**src/rtl/rbs_pkg.sv**
```systemverilog
// shared types, codes and constants of the reconnect backoff scheduler
package rbs_pkg;

  localparam int DEFAULT_ENTRIES = 8;

  localparam int ADDR_W = 48;
  localparam int TIME_W = 32;
  localparam int CNT8_W = 8;
  localparam int ST_W   = 3;
  localparam int CMD_W  = 3;

  // commands
  localparam logic [CMD_W-1:0] CMD_QUERY     = 3'd0;
  localparam logic [CMD_W-1:0] CMD_ENABLE    = 3'd1;
  localparam logic [CMD_W-1:0] CMD_DISABLE   = 3'd2;
  localparam logic [CMD_W-1:0] CMD_CONNECTED = 3'd3;
  localparam logic [CMD_W-1:0] CMD_FAILED    = 3'd4;
  localparam logic [CMD_W-1:0] CMD_LOST      = 3'd5;
  localparam logic [CMD_W-1:0] CMD_SET_PRIO  = 3'd6;
  localparam logic [CMD_W-1:0] CMD_TICK      = 3'd7;

  // peer states
  localparam logic [ST_W-1:0] ST_IDLE       = 3'd0;
  localparam logic [ST_W-1:0] ST_SEARCHING  = 3'd1;
  localparam logic [ST_W-1:0] ST_CONNECTING = 3'd2;
  localparam logic [ST_W-1:0] ST_CONNECTED  = 3'd3;
  localparam logic [ST_W-1:0] ST_BACKOFF    = 3'd4;
  localparam logic [ST_W-1:0] ST_FAILED     = 3'd5;
  localparam logic [ST_W-1:0] ST_DISABLED   = 3'd6;

  // configuration register indexes
  localparam logic [1:0] REG_RETRY_INTERVAL = 2'd0;
  localparam logic [1:0] REG_BACKOFF_CAP    = 2'd1;
  localparam logic [1:0] REG_ATTEMPT_TMO    = 2'd2;

  localparam logic [TIME_W-1:0] RETRY_INTERVAL_RST = 32'd1000;
  localparam logic [TIME_W-1:0] BACKOFF_CAP_RST    = 32'd30000;
  localparam logic [TIME_W-1:0] ATTEMPT_TMO_RST    = 32'd5000;

  typedef struct packed {
    logic [ADDR_W-1:0] addr;
    logic              enabled;
    logic [ST_W-1:0]   status;
    logic [CNT8_W-1:0] retries;
    logic [CNT8_W-1:0] limit;
    logic [TIME_W-1:0] last;
    logic [CNT8_W-1:0] prio;
  } entry_t;

  typedef struct packed {
    logic [TIME_W-1:0] base_delay;
    logic [TIME_W-1:0] backoff_cap;
    logic [TIME_W-1:0] attempt_tmo;
  } cfg_t;

  typedef struct packed {
    logic [CMD_W-1:0]  cmd;
    logic              match;
    logic [CNT8_W-1:0] limit;
    logic [CNT8_W-1:0] prio;
    logic [TIME_W-1:0] now;
  } upd_ctrl_t;

endpackage

```
**src/rtl/rbs_entry_update.sv**
```systemverilog
// per-entry read-modify-write logic: command effects and tick advance
module rbs_entry_update (
  input  rbs_pkg::upd_ctrl_t ctl,
  input  rbs_pkg::cfg_t      cfg,
  input  rbs_pkg::entry_t    ent_in,
  output rbs_pkg::entry_t    ent_out
);

  logic [31:0] elapsed;
  logic [31:0] delay;
  logic [63:0] shifted;
  logic [7:0]  ret_inc;
  logic        due;

  assign elapsed = ctl.now - ent_in.last;
  assign ret_inc = (ent_in.retries == 8'hff) ? ent_in.retries : ent_in.retries + 8'd1;
  assign shifted = {32'b0, cfg.base_delay} << ent_in.retries[4:0];

  // capped doubling: min(interval * 2^r, cap) for r >= 1
  always_comb begin
    if (ent_in.retries == 8'd0) begin
      delay = cfg.base_delay;
    end else if (cfg.base_delay == 32'd0) begin
      delay = 32'd0;
    end else if (ent_in.retries[7:5] != 3'd0) begin
      delay = cfg.backoff_cap;
    end else if (shifted > {32'b0, cfg.backoff_cap}) begin
      delay = cfg.backoff_cap;
    end else begin
      delay = shifted[31:0];
    end
  end

  assign due = ent_in.enabled && (ent_in.retries < ent_in.limit) && (elapsed >= delay);

  always_comb begin
    ent_out = ent_in;
    if (ctl.cmd == rbs_pkg::CMD_TICK) begin
      if (ent_in.enabled) begin
        case (ent_in.status)
          rbs_pkg::ST_SEARCHING: begin
            if (due) begin
              ent_out.status = rbs_pkg::ST_CONNECTING;
              ent_out.last   = ctl.now;
            end
          end
          rbs_pkg::ST_CONNECTING: begin
            if (elapsed > cfg.attempt_tmo) begin
              ent_out.retries = ret_inc;
              ent_out.status  = (ret_inc >= ent_in.limit) ? rbs_pkg::ST_FAILED
                                                          : rbs_pkg::ST_BACKOFF;
            end
          end
          rbs_pkg::ST_BACKOFF: begin
            if (due) ent_out.status = rbs_pkg::ST_SEARCHING;
          end
          default: ;
        endcase
      end
    end else if (ctl.match) begin
      unique case (ctl.cmd)
        rbs_pkg::CMD_ENABLE: begin
          ent_out.enabled = 1'b1;
          ent_out.limit   = ctl.limit;
          ent_out.retries = 8'd0;
          ent_out.status  = rbs_pkg::ST_SEARCHING;
          ent_out.last    = ctl.now;
        end
        rbs_pkg::CMD_DISABLE: begin
          ent_out.enabled = 1'b0;
          ent_out.status  = rbs_pkg::ST_DISABLED;
        end
        rbs_pkg::CMD_CONNECTED: begin
          ent_out.status  = rbs_pkg::ST_CONNECTED;
          ent_out.retries = 8'd0;
          ent_out.last    = ctl.now;
        end
        rbs_pkg::CMD_FAILED: begin
          ent_out.retries = ret_inc;
          if (ret_inc >= ent_in.limit) begin
            ent_out.status = rbs_pkg::ST_FAILED;
          end else begin
            ent_out.status = rbs_pkg::ST_BACKOFF;
            ent_out.last   = ctl.now;
          end
        end
        rbs_pkg::CMD_LOST: begin
          if (ent_in.enabled) begin
            ent_out.status  = rbs_pkg::ST_SEARCHING;
            ent_out.retries = 8'd0;
            ent_out.last    = ctl.now;
          end
        end
        rbs_pkg::CMD_SET_PRIO: ent_out.prio = ctl.prio;
        default: ;
      endcase
    end
  end

endmodule

```
**src/rtl/reconnect_backoff_scheduler.sv**
```systemverilog
// top level: peer profile table with capped exponential backoff reconnect
//
// in_*: one command transaction. in_tuser holds the command code, in_tdata the
//   peer address, retry limit, priority and current time in ms.
// out_*: one result transaction per command: addressed peer status, the
//   highest-priority searching peer and the number of active peers.
// cfg_*: register writes (retry interval, backoff cap, attempt timeout); the user
//   must write them only while no command is in flight. The block does not enforce it.
// A command walks the profile table once through a memory with one read and
//   one write port and registered read data: entry i is read, updated and
//   written back while entry i+1 is read. in_tready returns with the result,
//   so a new command is taken only after the previous result is registered.
// in_tready is high only while the sequencer is idle; a new command may be
//   taken while a result still waits in the output register, but that
//   command's result holds the sequencer until the register is free.
// Reset empties the table (fill count zero), clears the reconnect flag and the
//   output valid, and loads the default register values. No clearing pass.
module reconnect_backoff_scheduler #(
  parameter int TABLE_ENTRIES = rbs_pkg::DEFAULT_ENTRIES
) (
  input  logic        clk,
  input  logic        rst_n,
  input  logic        in_tvalid,
  output logic        in_tready,
  // peer_address[47:0], retry_limit[55:48], priority_value[63:56], now_ms[95:64]
  input  logic [95:0] in_tdata,
  // command[2:0]
  input  logic [2:0]  in_tuser,
  output logic        out_tvalid,
  input  logic        out_tready,
  // peer_found[0], peer_enabled[1], peer_state[4:2], peer_retries[12:5],
  // target_valid[13], target_address[61:14], active_count[65:62],
  // reconnecting[66], table_full[67], zero fill[71:68]
  output logic [71:0] out_tdata,
  input  logic        cfg_wen,
  input  logic [1:0]  cfg_index,
  input  logic [31:0] cfg_wdata
);

  localparam int CW = $clog2(TABLE_ENTRIES + 1);
  localparam int AW = (TABLE_ENTRIES > 1) ? $clog2(TABLE_ENTRIES) : 1;

  localparam logic [1:0] S_IDLE   = 2'd0;
  localparam logic [1:0] S_SWEEP  = 2'd1;
  localparam logic [1:0] S_FINISH = 2'd2;

  rbs_pkg::entry_t mem [TABLE_ENTRIES];

  logic [1:0]    state_r, state_nxt;
  rbs_pkg::cfg_t cfg_r;
  logic [2:0]    cmd_r;
  logic [47:0]   addr_r;
  logic [7:0]    limit_r, prio_r;
  logic [31:0]   now_r;
  logic [CW-1:0] count_r, idx_r;
  logic          flag_r;
  logic          proc_v_r;
  logic [AW-1:0] proc_idx_r;
  rbs_pkg::entry_t rd_data_r, upd_ent;

  logic          found_r, fen_r;
  logic [2:0]    fst_r;
  logic [7:0]    fret_r;
  logic          tv_r;
  logic [47:0]   taddr_r;
  logic [7:0]    best_r;
  logic [CW-1:0] active_r;
  logic          any_r;

  logic          out_valid_r;
  logic [71:0]   out_data_r;

  rbs_pkg::upd_ctrl_t ctl;
  logic in_acc, issue, last_proc, match, fin_go, fresh, append, full;
  logic take;
  logic          tv_fin;
  logic [47:0]   taddr_fin;
  logic [CW-1:0] active_fin;

  assign in_tready  = (state_r == S_IDLE);
  assign in_acc     = in_tvalid && in_tready;
  assign out_tvalid = out_valid_r;
  assign out_tdata  = out_data_r;

  assign issue     = (state_r == S_SWEEP) && (idx_r != count_r);
  assign last_proc = proc_v_r && ((CW'(proc_idx_r) + CW'(1)) == count_r);
  assign match     = proc_v_r && (rd_data_r.addr == addr_r);

  assign ctl.cmd   = cmd_r;
  assign ctl.match = match;
  assign ctl.limit = limit_r;
  assign ctl.prio  = prio_r;
  assign ctl.now   = now_r;

  rbs_entry_update u_upd (
    .ctl    (ctl),
    .cfg    (cfg_r),
    .ent_in (rd_data_r),
    .ent_out(upd_ent)
  );

  // a new entry is searching with priority 0, so it wins unless a higher one exists
  assign fin_go = (state_r == S_FINISH) && (!out_valid_r || out_tready);
  assign fresh  = (cmd_r == rbs_pkg::CMD_ENABLE) && !found_r;
  assign append = fresh && (count_r != CW'(TABLE_ENTRIES));
  assign full   = fresh && !append;
  assign take   = upd_ent.enabled && (upd_ent.status == rbs_pkg::ST_SEARCHING) &&
                  (upd_ent.prio >= best_r);

  always_comb begin
    tv_fin     = tv_r;
    taddr_fin  = taddr_r;
    active_fin = active_r;
    if (append) begin
      active_fin = active_r + CW'(1);
      if (best_r == 8'd0) begin
        tv_fin    = 1'b1;
        taddr_fin = addr_r;
      end
    end
  end

  always_comb begin
    state_nxt = state_r;
    unique case (state_r)
      S_IDLE:   if (in_acc) state_nxt = (count_r == '0) ? S_FINISH : S_SWEEP;
      S_SWEEP:  if (last_proc) state_nxt = S_FINISH;
      S_FINISH: if (fin_go) state_nxt = S_IDLE;
      default:  state_nxt = S_IDLE;
    endcase
  end

  // table memory: one read and one write per cycle, read data registered
  always_ff @(posedge clk) begin
    if (issue) rd_data_r <= mem[idx_r[AW-1:0]];
    if (proc_v_r) begin
      mem[proc_idx_r] <= upd_ent;
    end else if (fin_go && append) begin
      mem[count_r[AW-1:0]] <= '{addr: addr_r, enabled: 1'b1,
                                status: rbs_pkg::ST_SEARCHING, retries: 8'd0,
                                limit: limit_r, last: now_r, prio: 8'd0};
    end
  end

  // payload registers
  always_ff @(posedge clk) begin
    proc_idx_r <= idx_r[AW-1:0];
    if (in_acc) begin
      cmd_r   <= in_tuser;
      addr_r  <= in_tdata[47:0];
      limit_r <= in_tdata[55:48];
      prio_r  <= in_tdata[63:56];
      now_r   <= in_tdata[95:64];
      found_r <= 1'b0;
      fen_r   <= 1'b0;
      fst_r   <= rbs_pkg::ST_IDLE;
      fret_r  <= 8'd0;
      tv_r    <= 1'b0;
      taddr_r <= 48'd0;
      best_r  <= 8'd0;
      active_r <= '0;
      any_r   <= 1'b0;
    end else if (proc_v_r) begin
      if (match) begin
        found_r <= 1'b1;
        fen_r   <= upd_ent.enabled;
        fst_r   <= upd_ent.status;
        fret_r  <= upd_ent.retries;
      end
      if (take) begin
        tv_r    <= 1'b1;
        taddr_r <= upd_ent.addr;
        best_r  <= upd_ent.prio;
      end
      if (upd_ent.enabled && upd_ent.status != rbs_pkg::ST_CONNECTED &&
          upd_ent.status != rbs_pkg::ST_DISABLED) begin
        active_r <= active_r + CW'(1);
      end
      if (upd_ent.enabled && upd_ent.status != rbs_pkg::ST_DISABLED) any_r <= 1'b1;
    end
    if (fin_go) begin
      out_data_r <= {4'b0, full, (append ? 1'b1 : ((cmd_r == rbs_pkg::CMD_TICK) ? any_r : flag_r)),
                     4'(active_fin), taddr_fin, tv_fin,
                     (append ? 8'd0 : fret_r),
                     (append ? rbs_pkg::ST_SEARCHING : fst_r),
                     (append ? 1'b1 : fen_r),
                     (append ? 1'b1 : found_r)};
    end
  end

  // control registers
  always_ff @(posedge clk) begin
    if (!rst_n) begin
      state_r     <= S_IDLE;
      count_r     <= '0;
      idx_r       <= '0;
      flag_r      <= 1'b0;
      proc_v_r    <= 1'b0;
      out_valid_r <= 1'b0;
      cfg_r       <= '{base_delay: rbs_pkg::RETRY_INTERVAL_RST,
                       backoff_cap: rbs_pkg::BACKOFF_CAP_RST,
                       attempt_tmo: rbs_pkg::ATTEMPT_TMO_RST};
    end else begin
      state_r  <= state_nxt;
      proc_v_r <= issue;
      if (in_acc) begin
        idx_r <= '0;
      end else if (issue) begin
        idx_r <= idx_r + CW'(1);
      end
      if (fin_go) begin
        if (append) begin
          count_r <= count_r + CW'(1);
          flag_r  <= 1'b1;
        end else if (cmd_r == rbs_pkg::CMD_TICK) begin
          flag_r <= any_r;
        end
        out_valid_r <= 1'b1;
      end else if (out_tready) begin
        out_valid_r <= 1'b0;
      end
      if (cfg_wen) begin
        case (cfg_index)
          rbs_pkg::REG_RETRY_INTERVAL: cfg_r.base_delay  <= cfg_wdata;
          rbs_pkg::REG_BACKOFF_CAP:    cfg_r.backoff_cap <= cfg_wdata;
          rbs_pkg::REG_ATTEMPT_TMO:    cfg_r.attempt_tmo <= cfg_wdata;
          default: ;
        endcase
      end
    end
  end

endmodule

```
**config.mk**
```make
export PLATFORM = sky130hd
export DESIGN_NAME = reconnect_backoff_scheduler
export DESIGN_NICKNAME = d
export VERILOG_FILES = /design/src/rtl/rbs_pkg.sv /design/src/rtl/rbs_entry_update.sv /design/src/rtl/reconnect_backoff_scheduler.sv
export SDC_FILE = /design/constraint.sdc
export NUM_CORES = 2
export LEC_CHECK = 0
export ABC_AREA = 0
export BUFFER_PORTS_ARGS = -buffer_cell sky130_fd_sc_hd__buf_2
export CORE_MARGIN = 5
export CORE_UTILIZATION = 41
export DETAILED_ROUTE_END_ITERATION = 7
export SLEW_MARGIN = 10
export SYNTH_ARGS = -nofsm -noshare
export SYNTH_HDL_FRONTEND = slang
export SYNTH_SLANG_ARGS = --single-unit
```
**constraint.sdc**
```tcl
create_clock -name clk -period 14.5 [get_ports clk]
set_input_delay 2.9 -clock clk [delete_from_list [all_inputs] [get_ports clk]]
set_output_delay 2.9 -clock clk [all_outputs]
set_load 0.01 [all_outputs]
```
==> summary.md <==
| Metric | Value |
|---|---|
| Routed WL | `154 mm` |
| Crit path kind | `reg -> reg` |
| Share of post-route cells with drive strength above 1 | `22.8%` |
| CTS tree | `built` |
| RR Endpoint | `taddr_r[39]$_SDFFE_PP0P_` |
| DR vias/cell | `5.60` |
| Post-Route Setup TNS | `0 ns` |
| CP startpoint kind | `flop` |
| Mux cell area share after synthesis | `15.2%` |
| EDFF count, synth | `1139` |
| First-pass GRT wire length | `227 mm` |
| Synth Area in Compound Gates | `6.22%` |
| Fillcell total | `12300` |
| Max FO, Critical Path | `44` |
| Worst rel slew slack | `10.6%` |
| Min-delay src | `taddr_r[25]$_SDFFE_PP0P_` |
| Crit end category | `flop` |
| Final period util | `61.6%` |
| Global route overflow | `0` |
| Yosys reg bits | `1326` |
| Initial antenna violation count | `6` |
| Critical path's most frequent cell | `a21o_1` |
| Post-DRT Antenna Nets | `0` |
| WHS | `0.457 ns` |
| Seq/Total Area, Yosys | `65.0%` |
| Die X | `387 um` |
| Hold Crit Class | `reg -> reg` |
| Cell area after layout | `66300 um^2` |
| Worst Tran Pin Value | `1.33 ns` |
| Distinct cells, synth | `73` |
| Flop2flop setup slack | `5.57 ns` |
| Worst endpoint data arrival time | `9.61 ns` |
| Design Power | `8.22 mW` |
| Worst vdd ir | `101 uV` |
| Synth Cell Area | `58400 um^2` |
| Placed Cells incl. Taps | `5870` |
| Maxcap violations | `0` |
| Worst Path Required | `15.17 ns` |
| Dpl hpwl | `95.0 mm` |
| Adder-cell share of the synthesized area | `3.40%` |
| DP Area | `61600 um^2` |
| Worst slack, placed | `5.60 ns` |
| Port bufs | `207` |
| Final worst slack | `5.57 ns` |
| Reg2Reg Launch Point | `rd_data_r[48]$_DFFE_PP_` |
| Pleak | `22.7 nW` |
| Gr usage total | `20.1%` |
| Tmin final | `8.93 ns` |
| Worst Skew | `0.0463 ns` |
| Post-CTS Setup Repair Bufs | `0` |
| Largest family of logic cells by synthesized area | `multiplexers` |
| CTS resizes | `0` |
| Max-slew violations | `0` |
| Via count | `34300` |
| Post-synthesis xor/xnor area fraction | `1.21%` |
| Hold Path Sink | `taddr_r[25]$_SDFFE_PP0P_` |
| IO Pins | `212` |
| CP top delay family | `compound AO/OA/AOI/OAI gates` |
| Root buffer cell | `clkbuf_16` |
| Fin. Hold Viols | `0` |
| Max incr delay on CP | `0.70 ns` |
| Area delta synth->final | `13.6%` |
| Vias in the first global route | `34200` |
| Asr flop ratio synth | `0%` |
| Gate Count Post-Synth | `3911` |
| Clock Path Buffers | `3` |
| Total CTS buffers | `142` |
| Placer Congestion | `0.893` |
| # hold bufs at CTS | `0` |
| # rows | `138` |
| Yosys warning count | `0` |
| Final setup fails | `0` |
| Buf+Inv Stages, Crit Path | `4` |
| Largest net degree at the start of global routing | `109` |
| Drc violations | `0` |
| WHS Path Cells | `2` |
| Area of the core | `142000 um^2` |
| H-tree levels | `4` |
| Clk sinks | `1326` |
| Simple-Gate Fraction of Synth Area | `6.69%` |
| Initial core utilization | `41.2%` |
| Worst path slowest cell | `o31ai_1` |
| RSZ-0062 raised after global routing | `no` |
| Iter 0 DRT Violations | `2890` |
| PwrDens | `124 nW/um^2` |
| Die area | `150000 um^2` |
| Die H | `387 um` |
| Clock Latency Late Sink | `0.78 ns` |
| R2r worst-path depth | `30` |
| Clk slew on worst S/H paths | `0.06 ns` |
| Nets | `4421` |
| Post-synth top flop | `edfxtp_1` |
| Finished Core Util | `46.8%` |
| Pre-Repair DR Iteration Count | `7` |
| Final Non-Filler Cells | `6134` |
| Routed WL per cell | `25.1 um` |
| Max Freq | `112 MHz` |
| Syn Area/Cell | `14.9 um^2` |
| Status | `complete, no violations` |
-- layout by cell type (no fill, tap or decap), types with 14 or more instances in the layout --
cell	n
o21a_1	27
a21oi_1	127
o21ai_0	93
edfxtp_1	1139
mux4_2	245
nand4_1	32
buf_4	56
dfxtp_1	184
nand2_1	499
inv_1	147
nor2_1	146
mux2_2	205
a21boi_0	81
nor4_1	26
nand2b_1	31
buf_2	207
clkbuf_8	17
clkinv_1	14
ha_1	157
xor2_1	37
nor2b_1	17
nor3_1	29
mux2i_1	102
xnor2_1	44
and2_1	24
a21o_1	45
a211oi_1	37
nand3_1	35
clkbuf_1	30
a22oi_1	19
clkinv_2	21
clkbuf_16	143
o211ai_1	21
-- flip-flops by register name, indices dropped and copies added, names as in the netlist, 32 cells and up --
register   count
mem          864
taddr_r       48
addr_r        48
rd_data_r    108
cfg_r         96
out_tdata     68
now_r         32
-- worst max path at each step --
stage	from	slack, ns	end	cells after the start
6_report	rd_data_r[48]$_DFFE_PP_	5.57	taddr_r[39]$_SDFFE_PP0P_	30
5_1_grt	rd_data_r[48]$_DFFE_PP_	4.98	taddr_r[47]$_SDFFE_PP0P_	30
4_1_cts	rd_data_r[48]$_DFFE_PP_	5.53	taddr_r[39]$_SDFFE_PP0P_	30
3_5_place_dp	rd_data_r[48]$_DFFE_PP_	5.60	taddr_r[47]$_SDFFE_PP0P_	30
3_3_place_gp	rd_data_r[48]$_DFFE_PP_	5.66	best_r[0]$_SDFFE_PP0P_	30
2_1_floorplan	out_tready	1.96	mem[6][0]$_DFFE_PP_	7
-- worst reg2reg max path, delay by kind of cell, from the launching register on --
family | cells | cell delay [ns]
buffers and inverters | 4 | 1.90
muxes | 4 | 1.48
DFF | 1 | 0.32
and+or+nand+nor | 3 | 0.42
AOI/OAI and AO/OA | 17 | 4.19
adders and majority gates | 2 | 0.57
-- routing by layer --
metal | GRT usage (%) | vias to the layer above | part of all wire (%) | wire [um]
met4 | 4.90 | 0 | 2.0 | 3060
met1 | 29.2 | 17600 | 45 | 68400
met2 | 31.8 | 1175 | 47 | 71900
met3 | 3.57 | 204 | 6.8 | 10400
li1 | - | 15400 | - | -
met5 | 0 | - | 0 | 0
-- synth_stat cells, drive strengths merged, types with 27 or more instances --
| library cell | instances | area share (%) |
|---|---|---|
| a211oi | 37 | 0.48 |
| a21boi | 81 | 1.0 |
| a21o | 45 | 0.58 |
| a21oi | 127 | 1.1 |
| buf | 50 | 0.42 |
| clkbuf | 149 | 0.96 |
| dfxtp | 187 | 6.4 |
| edfxtp | 1139 | 59 |
| ha | 157 | 3.4 |
| inv | 148 | 0.95 |
| mux2 | 205 | 4.0 |
| mux2i | 102 | 1.7 |
| mux4 | 245 | 9.4 |
| nand2 | 501 | 3.2 |
| nand2b | 31 | 0.33 |
| nand3 | 36 | 0.31 |
| nand4 | 32 | 0.34 |
| nor2 | 157 | 1.0 |
| nor3 | 30 | 0.26 |
| nor4 | 27 | 0.31 |
| o21a | 27 | 0.35 |
| o21ai | 104 | 0.89 |
| xnor2 | 44 | 0.66 |
| xor2 | 37 | 0.55 |
-- cell families after synthesis --
group,Yosys count
DFF,1326
and+or+nand+nor,893
muxes,552
AOI/OAI and AO/OA,551
buffers and inverters,349
adders and majority gates,158
xor gates and xnor gates,81
other,1
-- cell type report --
class / instances / area (um^2) / area share, %
flip-flops and latches: 1326 / 38000 / 57.2
diodes: 3 / 7.51 / 0.0113
clock buffers: 191 / 3930 / 5.93
multi-input cells: 2239 / 19200 / 29.0
well taps: 1890 / 2360 / 3.57
repair buffers: 266 / 1510 / 2.27
inverters: 150 / 568 / 0.857
clock inverters: 69 / 762 / 1.15
-- where the power goes --
group / switching (mW) / internal (mW) / total, mW / leakage [nW]
logic: 0.240 / 0.135 / 0.375 / 8.55
clock network: 1.54 / 2.08 / 3.62 / 2.29
registers: 0.0543 / 4.17 / 4.22 / 11.8
No activity file was read; power rests on OpenSTA's default activity.
